## src/hdl/tma_fifo.sv

```systemverilog
// ----------------------------------------------------------------------------
// tma_fifo
// Small register queue with occupancy count.
// ----------------------------------------------------------------------------
module tma_fifo #(
    parameter int WIDTH = 8,
    parameter int DEPTH = 4
) (
    input  logic                         i_clk,
    input  logic                         i_rst_n,
    input  logic                         i_push,
    input  logic [WIDTH-1:0]             i_wdata,
    output logic                         o_full,
    input  logic                         i_pop,
    output logic [WIDTH-1:0]             o_rdata,
    output logic                         o_empty,
    output logic [$clog2(DEPTH+1)-1:0]   o_count
);
    localparam int AW = (DEPTH > 1) ? $clog2(DEPTH) : 1;
    localparam int CW = $clog2(DEPTH + 1);

    logic [WIDTH-1:0] r_mem [DEPTH];
    logic [AW-1:0]    r_wp, r_rp;
    logic [CW-1:0]    r_cnt;
    logic             do_push, do_pop;

    assign o_full  = (r_cnt == CW'(DEPTH));
    assign o_empty = (r_cnt == '0);
    assign o_count = r_cnt;
    assign o_rdata = r_mem[r_rp];
    assign do_push = i_push && !o_full;
    assign do_pop  = i_pop && !o_empty;

    always_ff @(posedge i_clk) begin
        if (do_push) begin
            r_mem[r_wp] <= i_wdata;
        end
    end

    always_ff @(posedge i_clk) begin
        if (!i_rst_n) begin
            r_wp  <= '0;
            r_rp  <= '0;
            r_cnt <= '0;
        end else begin
            if (do_push) begin
                r_wp <= (r_wp == AW'(DEPTH - 1)) ? '0 : r_wp + AW'(1);
            end
            if (do_pop) begin
                r_rp <= (r_rp == AW'(DEPTH - 1)) ? '0 : r_rp + AW'(1);
            end
            if (do_push && !do_pop) begin
                r_cnt <= r_cnt + CW'(1);
            end else if (do_pop && !do_push) begin
                r_cnt <= r_cnt - CW'(1);
            end
        end
    end

endmodule

```

## config.mk

```make
export PLATFORM = sky130hd
export DESIGN_NAME = tma_fifo
export DESIGN_NICKNAME = d
export VERILOG_FILES = /design/src/hdl/tma_fifo.sv
export SDC_FILE = /design/constraint.sdc
export NUM_CORES = 1
export LEC_CHECK = 0
export ABC_CLOCK_PERIOD_IN_PS = 2700
export BUFFER_PORTS_ARGS = -buffer_cell sky130_fd_sc_hd__buf_2
export CORE_ASPECT_RATIO = 1.4
export CORE_MARGIN = 8
export CORE_UTILIZATION = 56
export CTS_BUF_LIST = sky130_fd_sc_hd__clkbuf_4
export DETAILED_ROUTE_END_ITERATION = 8
export PLACE_DENSITY = 0.81
export SYNTH_ARGS = -nofsm -noshare
export SYNTH_HDL_FRONTEND = slang
export SYNTH_SLANG_ARGS = --single-unit
```

## constraint.sdc

```tcl
create_clock -name i_clk -period 2.7 [get_ports i_clk]
set_input_delay 0.54 -clock i_clk [delete_from_list [all_inputs] [get_ports i_clk]]
set_output_delay 0.54 -clock i_clk [all_outputs]
set_load 0.01 [all_outputs]
```

After elaboration in Yosys (flattened, before gate mapping)

Memory sizes are Yosys's and may differ from the RTL's. A register that Yosys moved wholly into a read port is not among the register bits.
Index checks and enable logic that the tools add are counted.
Widths: inputs -> output; s select.

Flip-flop bits (word level): 7
Memory bits (writable): 32
Output and inout bits: 13
Logic and storage cells: 29
Memories kept: 1

Memory list:

| name  | words | bits a word | read ports | clocked after Yosys merged registers in | write ports | RTL line | source |
|---|---|---|---|---|---|---|---|
| r_mem | 4     | 8           | 1          | 1                                       | 1           | 22       | `logic [WIDTH-1:0] r_mem [DEPTH];` |

Add/subtract/negate cells: 4
Equality and inequality tests: 3
Mux-type cells: 8
Reductions and logical operators: 10

Operators with widths:

| cell                | count |
|---|---|
| $mux 2              | 4 |
| $mux 3              | 2 |
| $add 2x1->2 const B | 2 |
| $eq 2x2->1 const B  | 2 |
| $logic_and 1x1->1   | 4 |
| $logic_not 1->1     | 4 |
| $add 3x1->3 const B | 1 |
| $eq 3x3->1 const B  | 1 |
| $logic_not 3->1     | 1 |
| $sub 3x1->3 const B | 1 |
| $mux 1              | 2 |
| $reduce_bool 2->1   | 1 |

Depth between registers and ports, before layout

Gate-level depths: netlist (run 1).

Word-level depth: 7
Mapped depth: 9
Gate-level depth less buffers: 8

Least setup slack after synthesis (run 1)

OpenSTA, ideal clock, no wires.

Path type: register to register
From: reg r_cnt[0], in the netlist o_count[0]
To: reg r_cnt[2], in the netlist o_count[2]
Library setup time: 0.076 ns
Data arrival time: 2.067 ns
Required time: 2.624 ns
Slack: 0.557 ns
Stages on the path, launching flop included: 8
Path buffers: 0
Clock period less this slack: 2.143 ns
Cells stage by stage: dfxtp_1 o31ai_1 ha_1 inv_1 fa_1 xor2_1 or3_1 a21boi_0

Cells in the longest elaborated chain, start to end: 6
Elaborated cells on any way between the ends: 15
Those cells by class: add/sub (2); eq/ne (1); mux (2); reduce/logical (10)

Ends and longest elaborated chain:

| item                                                                | RTL line | source |
|---|---|---|
| start: declaration                                                  | 24       | `logic [CW-1:0] r_cnt;` |
| start signal: assignment                                            | 53       | `r_cnt <= r_cnt + CW'(1);` |
| start signal: assignment                                            | 55       | `r_cnt <= r_cnt - CW'(1);` |
| parallel branches: the longest is 6 deep, another holds $sub 3x1->3 | -        |  |

Parallel ways; which one is timed is not known. The select of a mux whose other input is x is not followed.
A chain may end at the register's enable or synchronous reset.

Worst setup path in the final report (run 1)

Same ends and word-level chain as after synthesis.

==> results of run 1 <==
==> cell families after synthesis <==
| logic type | after synthesis | synth area share (%) |
|---|---|---|
| buffers and inverters | 7 | 1.76 |
| and+or+nand+nor | 20 | 6.60 |
| adders and majority gates | 7 | 5.83 |
| DFF | 41 | 70.0 |
| xor gates and xnor gates | 2 | 1.07 |
| muxes | 11 | 12.9 |
| AOI/OAI and AO/OA | 5 | 1.84 |
==> worst reg2reg max path, delay by kind of cell, from the launching register on <==
family                     cells  cell delay (ns)
AOI/OAI and AO/OA              2             0.69
DFF                            1             0.40
buffers and inverters          1             0.06
and+or+nand+nor                1             0.30
xor gates and xnor gates       1             0.15
adders and majority gates      2             0.67
==> routing by layer <==
| metal | wire length (um) | global-route usage [%] | share of wire (%) | vias up |
|---|---|---|---|---|
| li1 | - | - | - | 405 |
| met1 | 1050 | 13.2 | 40 | 416 |
| met2 | 1310 | 18.8 | 50 | 23 |
| met3 | 189 | 5.16 | 7.3 | 5 |
| met4 | 52 | 5.49 | 2.0 | 0 |
| met5 | 0 | 0 | 0 | - |
==> path summary, 6_finish.rpt <==
| kind | cells after the start | end | slack (ns) |
|---|---|---|---|
| max | 7 | o_count[2]$_SDFFE_PN0P_ | 0.34 |
| min | 1 | r_mem[2][0]$_DFFE_PP_ | 0.41 |
| max reg2reg | 7 | o_count[2]$_SDFFE_PN0P_ | 0.34 |
| min reg2reg | 2 | r_wp[1]$_SDFFE_PN0P_ | 0.53 |
==> area by class of cell <==
| type | count | area, um^2 |
|---|---|---|
| flip-flops and latches | 41 | 1140 |
| multi-input cells | 45 | 460 |
| fillers | 236 | 978 |
| inverters | 3 | 11.3 |
| repair buffers | 25 | 128 |
| clock buffers | 6 | 45.0 |
| well taps | 37 | 46.3 |
| clock inverters | 2 | 10.0 |
==> power breakdown <==
part,leakage (nW),switching [W],total [W],internal [W]
sequential,0.367,0.0000865,0.000863,0.000776
clock,0.0354,0.000179,0.000288,0.000109
combinational,0.284,0.000198,0.000423,0.000225
==> through the flow <==
| stage | worst slack [ns] | instance area [um^2] | hold slack (ns) | utilization [%] |
|---|---|---|---|---|
| 3_5_place_dp | 0.363 | 1790 | 0.511 | 63.4 |
| 3_3_place_gp | 0.507 | 1790 | 0.481 | 63.4 |
| 5_1_grt | 0.141 | 1840 | 0.375 | 65.3 |
| 4_1_cts | 0.324 | 1840 | 0.393 | 65.3 |
| 6_report | 0.342 | 1840 | 0.414 | 65.3 |
| 2_1_floorplan | 0.557 | 1630 | 0.468 | - |
==> placed cells by master, fill, tap and decap left out, types with 3 or more instances in the layout <==
master    count
edfxtp_1     32
buf_2        24
dfxtp_1       9
mux4_2        8
nand2_1       6
ha_1          6
clkbuf_4      6
and2_1        5
inv_1         3
mux2i_1       3
o21ai_0       3
==> state kept, by name (all words and copies together), names as in the netlist, named ones only <==
name / count
r_mem: 32
r_rp: 2
o_count: 3
r_wp: 2
==> results_dict.tcl, run 1 <==
set metrics [dict create \
    clock_sinks 41 \
    critical_path.endpoint_type "flip-flop" \
    wl_per_cell_um 16.3 \
    syn_nets 112 \
    cp_data_required_time_ns 2.97 \
    wirelength_mm 2.60 \
    antenna_found_initial 0 \
    slew_viol_final 0 \
    synthesis.area_mm2 0.00163 \
    cts-root-buf "clkbuf_4" \
    skew_ns 0.00504 \
    max_slew_margin_pct 62.7 \
    cts_resized 0 \
    post-route-period-util_pct 87.3 \
    status "complete, no violations" \
    worstPathArrival_ns 2.63 \
    avgViaCountPerCell 5.34 \
    finalHoldViolCount 0 \
    postSynthCellCount 93 \
    cts_tree "built" \
    cp-start-kind "flip-flop" \
    ctsHoldBuffers 0 \
    seq_area_frac_synth_pct 70.0 \
    cts_buffers 5 \
    grt_max_degree 13 \
    gr-total-overflow 0 \
    clkLatencyLatePin_ns 0.34 \
    cpLargestDelayFamily "compound AO/OA/AOI/OAI gates" \
    die_area_mm2 0.00492 \
    drtIter0Drc 38 \
    ant_nets 0 \
    synth_most_common_cell "edfxtp_1" \
    io_buffers 24 \
    synth-edff-count 32 \
    start_util_pct 57.8 \
    fin_cells 159 \
    track_usage_pct 11.9 \
    design.portCount 25 \
    syn2layout_area_growth_pct 13.0 \
    drt_pass1_iterations 4 \
    drc 0 \
    ys_types 23 \
    async_flop_share_pct 0 \
    vias 849 \
    worst_pin_slew_ns 0.555 \
    n_antenna_cell 0 \
    layout.nets 140 \
    critical-path-max-stage-delay_ns 0.53 \
    fin_setup_tns_ns 0 \
    ys_ff_latch 41 \
    finalCriticalPeriod_ns 2.36 \
    drive_gt1_share_pct 34.4 \
    cap_viol_max_count 0 \
    core_mm2 0.00282 \
    grt_pass1_vias 886 \
    crit_slowest_cell "o31ai_1" \
    clkTransAtPathRegs_ns 0.11 \
    path_cells "o31ai_1 > ha_1 > inv_1 > fa_1 > xor2_1 > or3_1 > a21boi_0" \
    cp_max_fo 6 \
    critical_path_buf_inv_count 1 \
    die_h_um 79.8 \
    cp-startpoint "o_count[0]$_SDFFE_PN0P_" \
    path_class "reg2reg" \
    synth.top_cell.area_share_pct 58.9 \
    die_w_um 61.6 \
    max_freq_mhz 424 \
    dp.cells 151 \
    p_leak_nw 0.687 \
    cts_setup_buffers 0 \
    dpl.hpwl_mm 1.88 \
    hold_class "in2reg" \
    clockBufferDepth 2 \
    htreeDepth 2 \
    total_power_w 0.00157 \
    yosysWarnings 0 \
    ys.flop_type "edfxtp_1" \
    r2r_start "o_count[0]$_SDFFE_PN0P_" \
    setup_viol 0 \
    synth.top_cells.by_count "edfxtp_1 (32), dfxtp_1 (9), mux4_2 (8)" \
    rsz0062_at_grt "no" \
    synth_area_per_cell_um2 17.5 \
    synth_top_area_cell "edfxtp_1" \
    globalplace.congestion 0.691 \
    synth_area_leaders "edfxtp_1 (59%), dfxtp_1 (11%), mux4_2 (11%)" \
    cellPowerDensity_mw_per_mm2 855 \
    grt_pass1_wl_mm 4.16 \
    rows 23 \
    vdd_drop_max_mv 0.546 \
    hp-start "i_wdata[0]" \
]
Power figures use the tool's default switching activity.
==> inputs of run 2 (changes only) <==
--- a/config.mk
+++ b/config.mk
@@ -13,6 +13,7 @@
 export CTS_BUF_LIST = sky130_fd_sc_hd__clkbuf_4
 export DETAILED_ROUTE_END_ITERATION = 8
 export PLACE_DENSITY = 0.81
+export SETUP_SLACK_MARGIN = 0.5
 export SYNTH_ARGS = -nofsm -noshare
 export SYNTH_HDL_FRONTEND = slang
 export SYNTH_SLANG_ARGS = --single-unit
==> run 2 against run 1 <==
Against the previous run: first-iteration DRC count fell by 5.3%; die area did not move; register-to-register slack improved by 0.31 ns; combinational power rose by 4%; largest cell class unchanged; largest power group unchanged.
==> results_dict.tcl, run 2 (synthesis gave the netlist of run 1 again) <==
set metrics [dict create \
    cp_data_required_time_ns 2.16 \
    layout.nets 141 \
    cp_max_fo 8 \
    largest_reg_flops 32 \
    holdWs_ns 0.412 \
    path_class "reg2out" \
    rsz0062_at_grt "no" \
    core_mm2 0.00282 \
    globalplace.congestion 0.691 \
    design.portCount 25 \
    r2r_cells 8 \
    grt_use_met2_pct 18.8 \
    path_cells "mux4_2 > buf_2" \
    r2r_end "o_count[2]$_SDFFE_PN0P_" \
    drtIter0Drc 36 \
    grt_max_degree 13 \
    finalCriticalPeriod_ns 2.09 \
    gr-total-overflow 0 \
    vias 860 \
    start_util_pct 57.8 \
    min_to "r_mem[2][0]$_DFFE_PP_" \
    largest_register "r_mem" \
    wl_per_cell_um 16.3 \
    syn2layout_area_growth_pct 14.8 \
    htreeDepth 2 \
    total_power_w 0.00160 \
    cp-start-kind "flip-flop" \
    cellPowerDensity_mw_per_mm2 857 \
    hold_depth 1 \
    setup_viol 0 \
    critical-path-max-stage-delay_ns 0.54 \
    status "complete, no violations" \
    max_slew_margin_pct 71.9 \
    post-route-period-util_pct 77.6 \
    netSwitchingFraction_pct 29.6 \
    rows 23 \
    drc 0 \
    critical_path.endpoint_type "output port" \
    worst_pin_slew_ns 0.421 \
    clock_sinks 41 \
    final_cell_mix "edfxtp_1 (32), buf_2 (24), mux4_2 (8)" \
    grt_use_met1_pct 13.2 \
    die_h_um 79.8 \
    wirelength_mm 2.61 \
    p_comb_share_pct 27.5 \
    p_switching_w 0.000475 \
    io_buffers 24 \
    busiest_layer "met2" \
    worstPathArrival_ns 1.55 \
    drt_pass1_iterations 4 \
    clockBufferDepth 2 \
    cts_buffers 5 \
    max_freq_mhz 477 \
    dpl.hpwl_mm 1.88 \
    fin_setup_tns_ns 0 \
    n_antenna_cell 0 \
    cpLargestDelayFamily "multiplexers" \
    skew_ns 0.00607 \
    p_leak_nw 0.693 \
    cts_tree "built" \
    ant_nets 0 \
    clkTransAtPathRegs_ns 0.11 \
    final_common_cell "edfxtp_1" \
    avgViaCountPerCell 5.38 \
    grt_pass1_vias 886 \
    die_area_mm2 0.00492 \
    cap_viol_max_count 0 \
    slew_viol_final 0 \
    r2r_start "o_count[2]$_SDFFE_PN0P_" \
    clkLatencyLatePin_ns 0.34 \
    die_w_um 61.6 \
    pwr-share-clk_pct 18.0 \
    drive_gt1_share_pct 39.8 \
    critical_path_buf_inv_count 1 \
    antenna_found_initial 0 \
    finalHoldViolCount 0 \
    track_usage_pct 11.9 \
    crit_slowest_cell "mux4_2" \
    grt_pass1_wl_mm 4.16 \
    seqPwrFrac_pct 54.5 \
    grt_util_met3_pct 5.16 \
    cts-root-buf "clkbuf_4" \
    intPower_w 0.00113 \
    rrSetupSlack_ns 0.65 \
    hp-start "i_wdata[0]" \
    hold_class "in2reg" \
    vdd_drop_max_mv 0.592 \
]
[run 2: per-stage QoR]
step / area, um^2 / std cells / setup slack [ns] / util (%)
6_report: 1870 / 160 / 0.606 / 66.4
5_1_grt: 1870 / 160 / 0.504 / 66.4
4_1_cts: 1850 / 159 / 0.497 / 65.5
3_5_place_dp: 1790 / 151 / 0.363 / 63.4
3_3_place_gp: 1790 / 151 / 0.507 / 63.4
2_1_floorplan: 1630 / 93 / 0.557 / -
[run 2: area by class of cell]
| cell class | count | area [um^2] |
|---|---|---|
| Timing Repair Buffer | 26 | 135 |
| Multi-Input combinational cell | 45 | 479 |
| Tap cell | 37 | 46.3 |
| Clock inverter | 2 | 10.0 |
| Fill cell | 234 | 948 |
| Clock buffer | 6 | 45.0 |
| Inverter | 3 | 11.3 |
| Sequential cell | 41 | 1140 |
[run 2: routing by layer]
| metal | vias to the layer above | share of wire, % |
|---|---|---|
| li1 | 409 | - |
| met1 | 419 | 40 |
| met2 | 27 | 50 |
| met3 | 5 | 7.4 |
| met4 | 0 | 2.0 |
| met5 | - | 0 |
[run 2: how the worst max path moves through the flow]
stage,from,to,slack (ns),depth (start not counted)
4_1_cts,o_count[0]$_SDFFE_PN0P_,o_count[2]$_SDFFE_PN0P_,0.50,7
5_1_grt,flip-flop,o_rdata[0],0.50,2
3_3_place_gp,o_count[0]$_SDFFE_PN0P_,o_count[2]$_SDFFE_PN0P_,0.51,7
3_5_place_dp,o_count[0]$_SDFFE_PN0P_,o_count[2]$_SDFFE_PN0P_,0.36,7
6_report,flip-flop,o_rdata[0],0.61,2
2_1_floorplan,o_count[0]$_SDFFE_PN0P_,o_count[2]$_SDFFE_PN0P_,0.56,7
[run 2: repair_timing]
item | 4_1_cts | 5_1_grt
endpoints found under the setup margin | 9 | 1
gates resized for setup | 2 | 5
hold buffers | 0 | 0
buffers inserted | 0 | 1
pin swaps | 0 | 1
[run 2: worst reg2reg max path: stages (launching register included)]
cell and delay, ns:
dfxtp_1 0.38, nor3b_2 0.19, nor2b_2 0.16, ha_2 0.21, inv_1 0.05, fa_1 0.37
xor2_1 0.15, or3_1 0.31, a21boi_0 0.17
[run 2: power groups by stage]
stage	clock network [W]	logic (W)	registers (W)
after floorplan	0	0.000320	0.000839
after global placement	0	0.000421	0.000874
after detailed placement	0	0.000430	0.000881
after CTS	0.000297	0.000434	0.000869
after global routing	0.000329	0.000484	0.000891
final	0.000289	0.000441	0.000874
