$ cat src/hdl/tma_pkg.sv
// ----------------------------------------------------------------------------
// tma_pkg
// Shared types and constants for the tile motion alarm.
// ----------------------------------------------------------------------------
package tma_pkg;

    localparam int PIX_W   = 8;
    localparam int POS_W   = 12;
    localparam int DIM_W   = 13;
    localparam int SUM_W   = 26;
    localparam int IDX_W   = 6;
    localparam int CNT_W   = 7;
    localparam int MASK_W  = 64;
    localparam int SENS_W  = 8;
    localparam int AREA_W  = 26;
    localparam int LIM_W   = 35;
    localparam int CFG_AW  = 3;
    localparam int CFG_DW  = 64;
    localparam int TILE_MAX = 64;

    localparam int MID_DEPTH = 4;
    localparam int OUT_DEPTH = 4;
    localparam int OUT_CW    = $clog2(OUT_DEPTH + 1);

    typedef enum logic [CFG_AW-1:0] {
        CFG_FRAME_WIDTH  = 3'd0,
        CFG_FRAME_HEIGHT = 3'd1,
        CFG_SENSITIVITY  = 3'd2,
        CFG_ALARM_LOW    = 3'd3,
        CFG_ALARM_HIGH   = 3'd4,
        CFG_ACTIVE_TILES = 3'd5
    } t_cfg_idx;

    // frame geometry seen by the front end
    typedef struct packed {
        logic [DIM_W-1:0] width;
        logic [DIM_W-1:0] height;
        logic [DIM_W-1:0] tile_w;
        logic [DIM_W-1:0] tile_h;
        logic [DIM_W-1:0] grid_w;
        logic [DIM_W-1:0] grid_h;
    } t_geom;

    // decision settings seen by the back end
    typedef struct packed {
        logic [LIM_W-1:0]  limit;
        logic [CNT_W-1:0]  alarm_low;
        logic [CNT_W-1:0]  alarm_high;
        logic [MASK_W-1:0] active;
    } t_decide;

    // one classified pixel
    typedef struct packed {
        logic [PIX_W-1:0] pixel;
        logic [IDX_W-1:0] idx;
        logic             in_grid;
        logic             first;
        logic             tile_end;
        logic             frame_begin;
        logic             last;
    } t_item;

    // tile store word: previous frame sum and running sum
    typedef struct packed {
        logic [SUM_W-1:0] prev;
        logic [SUM_W-1:0] sum;
    } t_tile_word;

    typedef struct packed {
        logic              alarm;
        logic [CNT_W-1:0]  count;
        logic [MASK_W-1:0] mask;
    } t_result;

endpackage

$ cat src/hdl/tma_front.sv
// ----------------------------------------------------------------------------
// tma_front
// Raster position tracking and tile classification of each pixel.
// ----------------------------------------------------------------------------
module tma_front (
    input  logic                 i_clk,
    input  logic                 i_rst_n,
    input  tma_pkg::t_geom       i_geom,
    input  logic [7:0]           i_pixel,
    input  logic                 i_frame_start,
    input  logic                 i_push,
    output logic                 o_full,
    output logic                 o_item_valid,
    output tma_pkg::t_item       o_item,
    input  logic                 i_item_full
);
    import tma_pkg::*;

    logic [POS_W-1:0] r_col, r_row;
    logic             r_f1_vld;
    logic [PIX_W-1:0] r_f1_pixel;
    logic [POS_W-1:0] r_f1_col, r_f1_row;
    logic             r_f1_begin, r_f1_last;

    logic             take;
    logic [POS_W-1:0] col, row;
    logic             line_end, frame_end;

    logic [2:0]       tc, tr;
    logic [POS_W-1:0] ox, oy;
    logic             in_grid;

    // three restoring steps: quotient is below eight inside the grid
    function automatic logic [POS_W+2:0] div8(input logic [POS_W-1:0] n,
                                              input logic [DIM_W-1:0] d);
        logic [DIM_W+1:0] rem;
        logic [DIM_W+1:0] sub;
        logic [2:0]       q;
        rem = (DIM_W+2)'(n);
        q   = '0;
        for (int k = 2; k >= 0; k--) begin
            sub = (DIM_W+2)'(d) << k;
            if (rem >= sub) begin
                rem  = rem - sub;
                q[k] = 1'b1;
            end
        end
        return {q, rem[POS_W-1:0]};
    endfunction

    assign o_full = r_f1_vld && i_item_full;
    assign take   = i_push && !o_full;

    // position of the incoming pixel
    assign col       = i_frame_start ? '0 : r_col;
    assign row       = i_frame_start ? '0 : r_row;
    assign line_end  = ({1'b0, col} + DIM_W'(1)) >= i_geom.width;
    assign frame_end = ({1'b0, row} + DIM_W'(1)) >= i_geom.height;

    always_ff @(posedge i_clk) begin
        if (!i_rst_n) begin
            r_col    <= '0;
            r_row    <= '0;
            r_f1_vld <= 1'b0;
        end else begin
            if (take) begin
                r_f1_vld <= 1'b1;
                if (line_end) begin
                    r_col <= '0;
                    r_row <= frame_end ? '0 : row + POS_W'(1);
                end else begin
                    r_col <= col + POS_W'(1);
                    r_row <= row;
                end
            end else if (r_f1_vld && !i_item_full) begin
                r_f1_vld <= 1'b0;
            end
        end
    end

    always_ff @(posedge i_clk) begin
        if (take) begin
            r_f1_pixel <= i_pixel;
            r_f1_col   <= col;
            r_f1_row   <= row;
            r_f1_begin <= (col == '0) && (row == '0);
            r_f1_last  <= line_end && frame_end;
        end
    end

    // tile classification
    assign {tc, ox} = div8(r_f1_col, i_geom.tile_w);
    assign {tr, oy} = div8(r_f1_row, i_geom.tile_h);
    assign in_grid  = ({1'b0, r_f1_col} < i_geom.grid_w) &&
                      ({1'b0, r_f1_row} < i_geom.grid_h);

    always_comb begin
        o_item             = '0;
        o_item.pixel       = r_f1_pixel;
        o_item.idx         = {tr, tc};
        o_item.in_grid     = in_grid;
        o_item.first       = (ox == '0) && (oy == '0);
        o_item.tile_end    = ({1'b0, ox} == i_geom.tile_w - DIM_W'(1)) &&
                             ({1'b0, oy} == i_geom.tile_h - DIM_W'(1));
        o_item.frame_begin = r_f1_begin;
        o_item.last        = r_f1_last;
    end

    assign o_item_valid = r_f1_vld;

endmodule

$ cat config.mk
export PLATFORM = sky130hd
export DESIGN_NAME = tma_front
export DESIGN_NICKNAME = d
export VERILOG_FILES = /design/src/hdl/tma_pkg.sv /design/src/hdl/tma_front.sv
export SDC_FILE = /design/constraint.sdc
export NUM_CORES = 1
export LEC_CHECK = 0
export BUFFER_PORTS_ARGS = -buffer_cell sky130_fd_sc_hd__buf_2
export CAP_MARGIN = 20
export CELL_PAD_IN_SITES_DETAIL_PLACEMENT = 1
export CELL_PAD_IN_SITES_GLOBAL_PLACEMENT = 2
export CORE_AREA = 2 2 156 158
export DETAILED_ROUTE_END_ITERATION = 7
export DIE_AREA = 0 0 158 160
export GPL_TIMING_DRIVEN = 0
export PLACE_DENSITY = 0.91
export SLEW_MARGIN = 40
export SYNTH_ARGS = -nofsm -noshare
export SYNTH_HDL_FRONTEND = slang
export SYNTH_SLANG_ARGS = --single-unit
$ cat constraint.sdc
create_clock -name i_clk -period 10 [get_ports i_clk]
set_input_delay 0 -clock i_clk [delete_from_list [all_inputs] [get_ports i_clk]]
set_output_delay 0 -clock i_clk [all_outputs]
set_load 0.02 [all_outputs]
# ---- Word level (Yosys, flattened, before mapping)
# Cells that the tools add are included.
dict set report totals {
  word_cells 66
  register_bits 59
  inputBits 91
}
dict set report op_classes {
  magnitude_cmp 10
  n_addsub 12
  muxes 19
  eq_ne 2
  n_reduce_logical 15
}
# cell count
set ops {}
lappend ops {{12-bit two-way mux} 7}
lappend ops {{15-bit two-way mux} 4}
lappend ops {{12-bit zero test} 4}
lappend ops {{12-bit by 15-bit greater-or-equal comparator with 1-bit output} 2}
lappend ops {{15-bit by 13-bit greater-or-equal comparator with 1-bit output} 2}
lappend ops {{15-bit by 14-bit greater-or-equal comparator with 1-bit output} 2}
lappend ops {{12-bit by 15-bit subtractor with 15-bit output} 2}
lappend ops {{15-bit by 14-bit subtractor with 15-bit output} 2}
lappend ops {{12-bit by 1-bit adder with 13-bit output, second input constant} 2}
lappend ops {{12-bit by 13-bit == test with 1-bit output} 2}
lappend ops {{13-bit greater-or-equal comparator} 2}
lappend ops {{12-bit by 13-bit < comparator with 1-bit output} 2}
lappend ops {{13-bit by 1-bit subtractor with 13-bit output, second input constant} 2}
lappend ops {{12-bit by 1-bit adder with 12-bit output, second input constant} 2}
lappend ops {{12-bit subtractor} 2}
lappend ops {{1-bit logical AND} 8}
lappend ops {{1-bit two-way mux} 8}
lappend ops {{1-bit zero test} 2}
lappend ops {{2-bit nonzero test} 1}

# ---- Logic depth before layout (Yosys ltp)
# Gate-level depths: netlist of the first run.
dict set report depth {
  depth_word 8
  depth_mapped 36
}

# ---- Least setup slack after synthesis of the first run
# OpenSTA, ideal clock, no wires.
dict set report synth_path {
  path_kind {reg-to-output}
  from {reg r_f1_row[2]}
  to {out o_item[2] (netlist bit)}
  n_path_buf 1
  path_stages_with_launch 33
  required_time_ps 10000
  arrival_time_ps 7153
  path_slack_ps 2847
  path_cell_list {edfxtp_1 > inv_1 > ha_1 > inv_1 > fa_1 > a21oi_1 > o21ai_1 > a2111oi_0 > nor3_1 > xor2_1 > mux2i_1 > inv_1 > ha_1 > a21o_1 > a2bb2oi_2 > or3b_1 > a21o_4 > nor2_4 > inv_4 > mux2i_1 > ha_1 > nor2b_1 > o211ai_1 > a32oi_1 > or4_1 > a31oi_1 > o211ai_1 > a31o_1 > buf_6 > or4_4 > a211oi_2 > nand4_1 > nor4_2}
}
# element line_no
set synth_lines {}
lappend synth_lines {{from (decl)} tma_front.sv:22} ;# logic [POS_W-1:0] r_f1_col, r_f1_row;
lappend synth_lines {{from (signal assigned)} tma_front.sv:85} ;# r_f1_row <= row;
lappend synth_lines {{to (decl)} tma_front.sv:14} ;# output tma_pkg::t_item o_item,

==> metrics.md, run 1 <==
| Metric | Value |
|---|---|
| Status | finished clean |
| Clock buffer depth | 2 |
| Share of the synthesized area in the top cell type | 17.5% |
| # hold bufs at CTS | 11 |
| Die area | 25300 sq um |
| Synth Area per Inst | 8.05 sq um |
| Die Span Y | 160 um |
| Cts repair resizes | 0 |
| Leakage | 4.75 nW |
| Setup repair after global routing missed its margin | false |
| Crit path largest cell delay | 0.57 ns |
| # DRC | 0 |
| Worst R2R Start | r_col[0]$_SDFFE_PN0P_ |
| Ys Warns | 0 |
| Synth Register Bits | 59 |
| Clk_lat worst skew | 0.33 ns |
| Core area | 23800 sq um |
| PD cells | 109 nW/um^2 |
| CP max-delay cell | or4_4 |
| Wire per inst | 18.4 um |
| Port-buffer cells | 111 |
| Vias in the first global route | 9226 |
| Layout cell share with drive strength beyond 1 | 14.6% |
| Worst endpoint data arrival time | 8.92 ns |
| Synth async-reset ratio | 0% |
| FP Rows | 57 |
| Max-Cap Viols | 0 |
| Worst vdd ir | 0.107 mV |
| Final critical-path required period | 8.92 ns |
| EDFF count, synth | 34 |
| Setup-failing EPs final | 0 |
| Worst EP required | 10.00 ns |
| WL final | 29100 um |
| Cell taking the most area after synthesis | ha_1 |
| Clock slew at reported path FFs | 0.05 ns |
| Worst Setup SP | r_f1_row[2]$_DFFE_PP_ |
| Sequential area share after synthesis | 16.9% |
| Final Hold Viols | 0 |
| Setup Crit Path Kind | register to output port |
| CP Launch Type | register |
| Worst hold path type | primary input to register |
| Max transition margin | 61.0% |
| Top_reg_cell synth | edfxtp_1 |
| CTS Root Buffer Type | clkbuf_16 |
| Final worst path period share | 89.2% |
| Largest net degree at the start of global routing | 44 |
| Initial antenna violation count | 1 |
| CTS Buf Count | 9 |
| Synth Instances | 1120 |
| Final net count | 1476 |
| Setup TNS Final | 0 ns |
| Initial DRC count | 422 |
| IO Count | 112 |
| Max Clk Rate | 0.112 GHz |
| Post CTS Setup Buffer Count | 0 |
| Die W | 158 um |
| Crit-path max FO | 8 |
| Routed vias/inst | 5.49 |
| Max-slew violations | 0 |
| DRT Pass-1 Iters | 4 |
| Pre-CTS setup slack | 1.48 ns |
| CP endpoint kind | output port |
| Setup Skew | 0.00624 ns |
| Htree depth | 3 |
| Most frequent cell after synthesis | ha_1 |
| Worst setup margin | 1.08 ns |
| First-pass GRT wire length | 47100 um |
| Mapped Nets | 1343 |
| Vias | 8693 |
| CTS tree | yes |
| GP Congestion | 0.902 |
| Final HPWL DP | 24100 um |
| Synthesized cell area | 9020 sq um |
| Placed cells | 1555 |
| GRT overflow | 0 |
| Initial core utilization | 37.9% |
| Synth cell types | 80 |
| Remaining antenna violation count | 0 |
| Total GRT Usage | 23.2% |
| Commonest cells in the netlist | ha_1, inv_1, a21oi_1 |
| Area delta synth->final | 15.2% |
| Synth top area cells | ha_1, edfxtp_1, xnor2_1 |
| Hold_sp | i_frame_start |
| Non-filler cells, final | 1583 |
| Clock Sinks | 59 |
| Worst-Margin Slew | 0.586 ns |
## registers in the layout (all words and copies together), names as in the netlist
name,cells
r_f1_col,12
r_f1_last,1
r_col,12
o_item_valid,1
r_row,12
r_f1_begin,1
r_f1_row,12
r_f1_pixel,8
## power breakdown
part           switching [W]  leakage [nW]  internal [W]
Clock               0.000109         0.143      0.000197
Sequential        0.00000918         0.539      0.000267
Combinational       0.000318          4.06      0.000235
Total               0.000436          4.75      0.000699
## placed cells by master, fill, tap and decap left out, types with 9 or more instances in the layout
| cell | synthesis | routed |
|---|---|---|
| ha_1 | 126 | 126 |
| buf_2 | 6 | 117 |
| inv_1 | 107 | 107 |
| a21oi_1 | 83 | 83 |
| xnor2_1 | 76 | 76 |
| nand2_1 | 73 | 73 |
| nor2_1 | 67 | 67 |
| nor2b_1 | 45 | 45 |
| xor2_1 | 39 | 39 |
| nand3_1 | 35 | 35 |
| o21ai_0 | 35 | 35 |
| edfxtp_1 | 34 | 34 |
| nor3_1 | 30 | 30 |
| a21o_1 | 30 | 30 |
| mux2i_1 | 26 | 26 |
| dfxtp_1 | 25 | 25 |
| nand4_1 | 23 | 23 |
| nor4_1 | 19 | 19 |
| mux2_2 | 18 | 18 |
| o21a_1 | 17 | 17 |
| nand2b_1 | 14 | 14 |
| clkbuf_1 | 14 | 13 |
| o21ai_1 | 12 | 12 |
| a21boi_0 | 12 | 12 |
| dlygate4sd3_1 | 0 | 11 |
| clkbuf_16 | 0 | 9 |
## path summary, 6_finish.rpt
path | end | slack (ns) | cells past startpoint
worst min-delay path | r_f1_row[4]$_DFFE_PP_ | 0.23 | 3
worst min register to register | r_col[7]$_SDFFE_PN0P_ | 0.48 | 2
worst max-delay path | o_item[2] | 1.08 | 33
worst max register to register | r_col[6]$_SDFFE_PN0P_ | 5.85 | 17
## logic make-up (layout without fill, tap and decap cells)
kind of cell	Yosys count	count (layout)	share of synthesized area (%)
flip-flops	59	59	16.9
XOR/XNOR	115	115	11.2
AO/OA/AOI/OAI	267	267	19.5
adder cells (fa/ha/maj)	132	132	18.8
other	0	1	0
buffers and inverters	138	276	6.27
multiplexers	51	51	6.28
AND/OR/NAND/NOR	358	358	21.1
## critical path: cells and delay by family, from the launching register on
kind                       cells  cell delay [ns]
AOI/OAI and AO/OA             12             2.95
muxes                          2             0.72
adders and majority gates      4             1.27
DFF                            1             0.51
xor gates and xnor gates       1             0.16
and+or+nand+nor                8             2.28
buffers and inverters          6             0.72
## cell type report
type                       count  area [sq um]
clock buffer                  10           239
timing repair buffer         122           666
sequential                    59          1520
tap                          324           405
inverter                     110           415
buffer                        28           154
clock inverter                 6          55.1
multi-input combinational    923          6930
fill                        3007         13400
antenna                        1          2.50
## metal layers
layer  part of all wire (%)  wire length [um]  track usage (%)  vias to the layer above
li1                       -                 -                -                     4312
met1                     45             13100             29.4                     4186
met2                     50             14500             41.4                      154
met3                    2.9               839             2.55                       41
met4                    2.5               718             6.43                        0
met5                      0                 0                0                        -
## through the flow
stage,hold WS [ns],cell area [sq um],total power (W),util (%)
after floorplan,0.0989,9020,0.000683,-
after global placement,0.176,9980,0.000813,41.9
after detailed placement,0.178,9980,0.000825,41.9
after CTS,0.206,10400,0.00114,43.6
after global routing,0.222,10400,0.00121,43.6
final,0.228,10400,0.00113,43.6
(Power assumes the default switching activity.)
==> inputs of run 2 (changes only) <==
--- a/config.mk
+++ b/config.mk
@@ -13,6 +13,7 @@
 export DETAILED_ROUTE_END_ITERATION = 7
 export DIE_AREA = 0 0 158 160
 export GPL_TIMING_DRIVEN = 0
+export MAX_ROUTING_LAYER = met4
 export PLACE_DENSITY = 0.91
 export SLEW_MARGIN = 40
 export SYNTH_ARGS = -nofsm -noshare
==> run 2 against run 1 <==
  * Final cell count is the same
  * Final area is the same
  * Routed wire length grew 0.15%
  * Clock power is essentially flat
  * First-iteration DRC count grew 13%
  * Die area is the same
  * Clock-buffer cell count is the same
  * Highest routed layer unchanged
==> metrics.md, run 2 (synthesis gave the netlist of run 1 again) <==
| Metric | Value |
|---|---|
| Status | finished clean |
| Max Clk Rate | 0.112 GHz (+0.14%) |
| Max layer used | met4 |
| Initial core utilization | 37.9% (unchanged) |
| Worst-Margin Slew | 0.557 ns (-0.0286 ns) |
| Core area | 23800 sq um (unchanged) |
| Leading cell type in the layout, fill and taps excluded | ha_1 |
| Leakage | 4.75 nW (unchanged) |
| Setup-failing EPs final | 0 (unchanged) |
| CP endpoint kind | output port |
| Worst EP required | 10.00 ns (about the same) |
| Worst vdd ir | 0.107 mV (+0.14%) |
| Final worst path period share | 89.1% (-0.13 points) |
| Max transition margin | 62.3% (+1.3 points) |
| Clk_lat worst skew | 0.33 ns (about the same) |
| Setup TNS Final | 0 ns (unchanged) |
| IO Count | 112 (unchanged) |
| Final HPWL DP | 24100 um (unchanged) |
| Fillers | 3009 (+0.067%) |
| Clock slew at reported path FFs | 0.05 ns (about the same) |
| DRT Pass-1 Iters | 5 (+1) |
| Setup repair after global routing missed its margin | false |
| WL final | 29100 um (+0.15%) |
| Htree depth | 3 (unchanged) |
| Most frequent cells in the layout | ha_1, buf_2, inv_1 |
| Placed cells | 1555 (unchanged) |
| Remaining antenna violation count | 0 (unchanged) |
| Vias in the first global route | 9236 (+0.11%) |
| Layout cell share with drive strength beyond 1 | 14.6% (unchanged) |
| Setup Skew | 0.00606 ns (-0.000182 ns) |
| CTS Buf Count | 9 (unchanged) |
| Largest net degree at the start of global routing | 44 (unchanged) |
| Crit path buf inv count | 6 (unchanged) |
| FP Rows | 57 (unchanged) |
| Worst setup margin | 1.09 ns (+0.0127 ns) |
| Port-buffer cells | 111 (unchanged) |
| Met2 WL | 14600 um (+0.88%) |
| GRT overflow | 0 (unchanged) |
| Final Hold Viols | 0 (unchanged) |
| First-pass GRT wire length | 47100 um (about the same) |
| # DRC | 0 (unchanged) |
| Die area | 25300 sq um (unchanged) |
| Design area | 10400 sq um (unchanged) |
| Die W | 158 um (unchanged) |
| Area delta synth->final | 15.2% (unchanged) |
| Crit-path max FO | 8 (unchanged) |
| Total GRT Usage | 23.9% (+0.67 points) |
| Wire per inst | 18.4 um (+0.15%) |
| Met3 wire len | 776 um (-7.5%) |
| CP Launch Type | register |
| Area post-placement | 9980 sq um (unchanged) |
| CTS tree | yes |
| Final critical-path required period | 8.91 ns (-0.0127 ns) |
| Non-filler cells, final | 1583 (unchanged) |
| Cell family with most CP delay | compound AO/OA/AOI/OAI gates |
| Initial antenna violation count | 1 (unchanged) |
| Die Span Y | 160 um (unchanged) |
| DRT met1 WL | 13100 um (about the same) |
| Routed vias/inst | 5.48 (-0.29%) |
| Worst endpoint data arrival time | 8.91 ns (about the same) |
| Worst hold path type | primary input to register |
| Crit path largest cell delay | 0.57 ns (about the same) |
| PD cells | 109 nW/um^2 (about the same) |
| Pre-CTS setup slack | 1.48 ns (unchanged) |
| Clock buffer depth | 2 (unchanged) |
| GP Congestion | 0.918 (+1.7%) |
| CTS Root Buffer Type | clkbuf_16 |
| Clock Sinks | 59 (unchanged) |
| Final net count | 1476 (unchanged) |
| Max-Cap Viols | 0 (unchanged) |
| Initial DRC count | 477 (+13%) |
| Vias | 8668 (-0.29%) |
| Max-slew violations | 0 (unchanged) |
| Post-layout util | 43.6% (unchanged) |
| CP max-delay cell | or4_4 |
| Setup Crit Path Kind | register to output port |
run 2: final cells by class:
class | count | area [sq um] | share of cell area, %
antenna | 1 | 2.50 | 0.0241
tap | 324 | 405 | 3.90
buffer | 28 | 154 | 1.48
clock buffer | 10 | 239 | 2.30
clock inverter | 6 | 55.1 | 0.530
sequential | 59 | 1520 | 14.6
timing repair buffer | 122 | 666 | 6.41
inverter | 110 | 415 | 4.00
multi-input combinational | 923 | 6930 | 66.7
run 2: worst min-delay path, delay by kind of cell:
kind / cells / cell delay, ns
AND/OR/NAND/NOR: 1 / 0.06
buffers and inverters: 2 / 0.29
run 2: timing repair:
item / in CTS / in global routing
hold buffers: 11 / 0
resized for setup: 0 / 0
hold endpoints to repair: 13 / 0
setup buffers: 0 / 0
run 2: layer usage:
layer / vias to the layer above / GRT usage, %
met5: - / -
met4: 0 / 6.43
met3: 38 / 2.17
met2: 152 / 41.5
met1: 4172 / 29.5
li1: 4306 / -
run 2: worst paths after layout:
path | start | end | slack (ns) | cells after the start
worst max-delay path | r_f1_row[2]$_DFFE_PP_ | o_item[2] | 1.09 | 33
worst min-delay path | i_frame_start | r_f1_row[4]$_DFFE_PP_ | 0.23 | 3
worst max register to register | r_col[0]$_SDFFE_PN0P_ | r_col[6]$_SDFFE_PN0P_ | 5.84 | 17
worst min register to register | r_col[7]$_SDFFE_PN0P_ | r_col[7]$_SDFFE_PN0P_ | 0.48 | 2
run 2: stage by stage:
step / power, W / hold slack (ns)
after global routing: 0.00121 / 0.222
after floorplan: 0.000683 / 0.0989
final: 0.00114 / 0.231
after CTS: 0.00114 / 0.206
after detailed placement: 0.000825 / 0.178
after global placement: 0.000813 / 0.176
run 2: report_power, final:
part | internal, W | leakage (nW) | switching, W
logic | 0.000235 | 4.06 | 0.000318
registers | 0.000267 | 0.539 | 0.00000913
clock network | 0.000197 | 0.143 | 0.000109
total | 0.000699 | 4.75 | 0.000437
==> inputs of run 3 (changes only) <==
--- a/config.mk
+++ b/config.mk
@@ -9,12 +9,12 @@
 export CAP_MARGIN = 20
 export CELL_PAD_IN_SITES_DETAIL_PLACEMENT = 1
 export CELL_PAD_IN_SITES_GLOBAL_PLACEMENT = 2
-export CORE_AREA = 2 2 156 158
+export CORE_AREA = 2 2 162 164
 export DETAILED_ROUTE_END_ITERATION = 7
-export DIE_AREA = 0 0 158 160
+export DIE_AREA = 0 0 164 166
 export GPL_TIMING_DRIVEN = 0
 export MAX_ROUTING_LAYER = met4
-export PLACE_DENSITY = 0.91
+export PLACE_DENSITY = 0.86
 export SLEW_MARGIN = 40
 export SYNTH_ARGS = -nofsm -noshare
 export SYNTH_HDL_FRONTEND = slang
==> constraint.sdc (replaced) <==
create_clock -name i_clk -period 9.2 [get_ports i_clk]
set_input_delay 0 -clock i_clk [delete_from_list [all_inputs] [get_ports i_clk]]
set_output_delay 0 -clock i_clk [all_outputs]
set_load 0.02 [all_outputs]
==> run 3 against run 2 <==
  * Setup slack worse by 0.59 ns
  * Routed wire length is 0.23% lower
  * Final area is 0.58% higher
  * Final cell count is 0.63% higher
  * Global-route usage is 1.7 points lower
  * Power is 12% higher
  * Clock skew is 0.00069 ns higher
  * First-iteration DRC count is 24% lower
  * Non-clock buffer count stayed put
  * Critical path type unchanged
  * Largest cell class unchanged
==> metrics.md, run 3 (synthesis gave the netlist of run 1 again) <==
| Metric | Value |
|---|---|
| Final critical-path required period | 8.70 ns |
| Initial DRC count | 364 (-24%) |
| Non-filler cells, final | 1593 (+0.63%) |
| Final HPWL DP | 24700 um (+2.3%) |
| Setup Crit Path Kind | register to output port |
| M3 GR Usage | 2.02% (-0.15 points) |
| GP Congestion | 0.907 (-1.1%) |
| Total GRT Usage | 22.2% (-1.7 points) |
| Max-slew violations | 0 (unchanged) |
| CP endpoint kind | output port |
| IO Count | 112 (unchanged) |
| Vias | 8638 (-0.35%) |
| Final Hold Viols | 0 (unchanged) |
| R2R Setup Slk | 5.03 ns (-0.81 ns) |
| DRT Pass-1 Iters | 5 (unchanged) |
| GRT overflow | 0 (unchanged) |
| Area post-placement | 10000 sq um (+0.14%) |
| # DRC | 0 (unchanged) |
| Leakage | 4.77 nW (+0.42%) |
| Crit-path max FO | 7 (-1) |
| Die Span Y | 166 um (+3.8%) |
| Layout cell share with drive strength beyond 1 | 15.0% (+0.40 points) |
| Clock Sinks | 59 (unchanged) |
| Cell family with most CP delay | compound AO/OA/AOI/OAI gates |
| Max Clk Rate | 0.115 GHz |
| CTS tree | yes |
| Worst-Margin Slew | 0.627 ns (+0.0698 ns) |
| Antenna diode count | 0 (-1) |
| Clock buffer depth | 2 (unchanged) |
| Port-buffer cells | 111 (unchanged) |
| Routed vias/inst | 5.42 (-0.97%) |
| Max transition margin | 57.6% (-4.7 points) |
| Worst vdd ir | 0.0986 mV (-7.7%) |
| CP Launch Type | register |
| Hold_sp | i_item_full |
| Final worst path period share | 94.6% |
| Crit path largest cell delay | 0.57 ns (about the same) |
| Post-layout util | 40.8% (-2.8 points) |
| Hold Path Sink | o_item_valid$_SDFFE_PN0P_ |
| Worst endpoint data arrival time | 8.70 ns (-0.21 ns) |
| GR peak layer | met2 |
| Worst hold path type | primary input to register |
| Remaining antenna violation count | 0 (unchanged) |
| Leading cell type in the layout, fill and taps excluded | ha_1 |
| Worst EP required | 9.20 ns (-0.80 ns) |
| Htree depth | 3 (unchanged) |
| Core area | 25600 sq um (+7.5%) |
| Pre-CTS setup slack | 0.759 ns (-0.721 ns) |
| Final net count | 1476 (unchanged) |
| WL final | 29100 um (-0.23%) |
| Worst R2R Start | r_col[0]$_SDFFE_PN0P_ |
| PD cells | 122 nW/um^2 (+11%) |
| Die W | 164 um (+3.8%) |
| Wire per inst | 18.2 um (-0.86%) |
| FF-to-FF path depth | 17 (unchanged) |
| Max-Cap Viols | 0 (unchanged) |
| Most frequent cells in the layout | ha_1, buf_2, inv_1 |
| CTS Root Buffer Type | clkbuf_16 |
| Setup Skew | 0.00675 ns (+0.000689 ns) |
| Status | finished clean |
| First-pass GRT wire length | 47200 um (+0.41%) |
| Met2 usage | 40.4% (-1.1 points) |
| Hold depth | 4 (+1) |
| FP Rows | 59 (+3.5%) |
| Largest net degree at the start of global routing | 44 (unchanged) |
| Setup TNS Final | 0 ns (unchanged) |
| Area delta synth->final | 15.9% |
| Clk_lat worst skew | 0.33 ns (about the same) |
| Initial antenna violation count | 0 (-1) |
| Design area | 10500 sq um (+0.58%) |
| Die area | 27200 sq um (+7.7%) |
| Clock slew at reported path FFs | 0.06 ns (about the same) |
| Vias in the first global route | 9275 (+0.42%) |
| Worst reg2reg path endpoint | r_col[5]$_SDFFE_PN0P_ |
| Initial core utilization | 35.2% (-2.7 points) |
| Crit path buf inv count | 5 (-1) |
| Grt met1 use | 27.1% (-2.4 points) |
| CTS Buf Count | 9 (unchanged) |
| Setup-failing EPs final | 0 (unchanged) |
| CP max-delay cell | or4_4 |
| Placed cells | 1566 (+0.71%) |
| Worst setup margin | 0.501 ns (-0.588 ns) |
==> run 3: power breakdown <==
group	internal [W]	switching (W)	leakage, nW
Clock	0.000251	0.000118	0.159
Sequential	0.000290	0.00000933	0.539
Combinational	0.000257	0.000345	4.07
Total	0.000799	0.000472	4.77
==> run 3: final cells by class <==
cell class                 instances  area, sq um
sequential                        59         1520
tap                              335          419
timing repair buffer             122          663
clock buffer                      12          256
fill                            3190        15200
clock inverter                     4         72.6
multi-input combinational        923         6950
buffer                            28          154
inverter                         110          415
==> run 3: how the worst max path moves through the flow <==
stage	from	end	slack, ns	cells after the start
floorplan	r_f1_row[2]$_DFFE_PP_	o_item[2]	2.05	32
global placement	r_f1_row[2]$_DFFE_PP_	o_item[2]	0.80	33
detailed placement	r_f1_row[2]$_DFFE_PP_	o_item[2]	0.76	33
CTS	r_f1_row[2]$_DFFE_PP_	o_item[2]	0.37	33
global route	r_f1_row[2]$_DFFE_PP_	o_item[2]	-0.007	34
finish	r_f1_row[2]$_DFFE_PP_	o_item[2]	0.50	33
==> run 3: through the flow <==
step                hold slack, ns  total power, W
finish                     0.00573         0.00127
global route                0.0622         0.00135
CTS                       0.000712         0.00127
detailed placement           0.179        0.000898
global placement             0.176        0.000885
floorplan                   0.0989        0.000742
==> run 3: metal layers <==
metal	share of wire, %	vias to the layer above
met5	0	-
met4	0.71	0
met3	3.1	14
met2	52	152
met1	44	4165
li1	-	4307
==> run 3: worst reg2reg max path: stages, from the launching register on <==
cell and delay (ns):
dfxtp_1 0.38, nand2_1 0.11, inv_1 0.17, ha_1 0.21, nand3_1 0.12, nor2_1 0.24
and3_1 0.26, xor2_1 0.25, ha_1 0.29, nand4_1 0.11, a21oi_1 0.05, o31a_1 0.27
o21ai_0 0.16, a211o_1 0.21, clkbuf_1 0.43, clkbuf_1 0.47, nand3_1 0.15, a21boi_0 0.20
==> run 3: timing repair <==
action / in CTS / in global routing
hold endpoints to repair: 13 / 0
buffers inserted: 0 / 1
hold buffers: 10 / 0
resized for setup: 0 / 5
endpoints found under the setup margin: 0 / 1
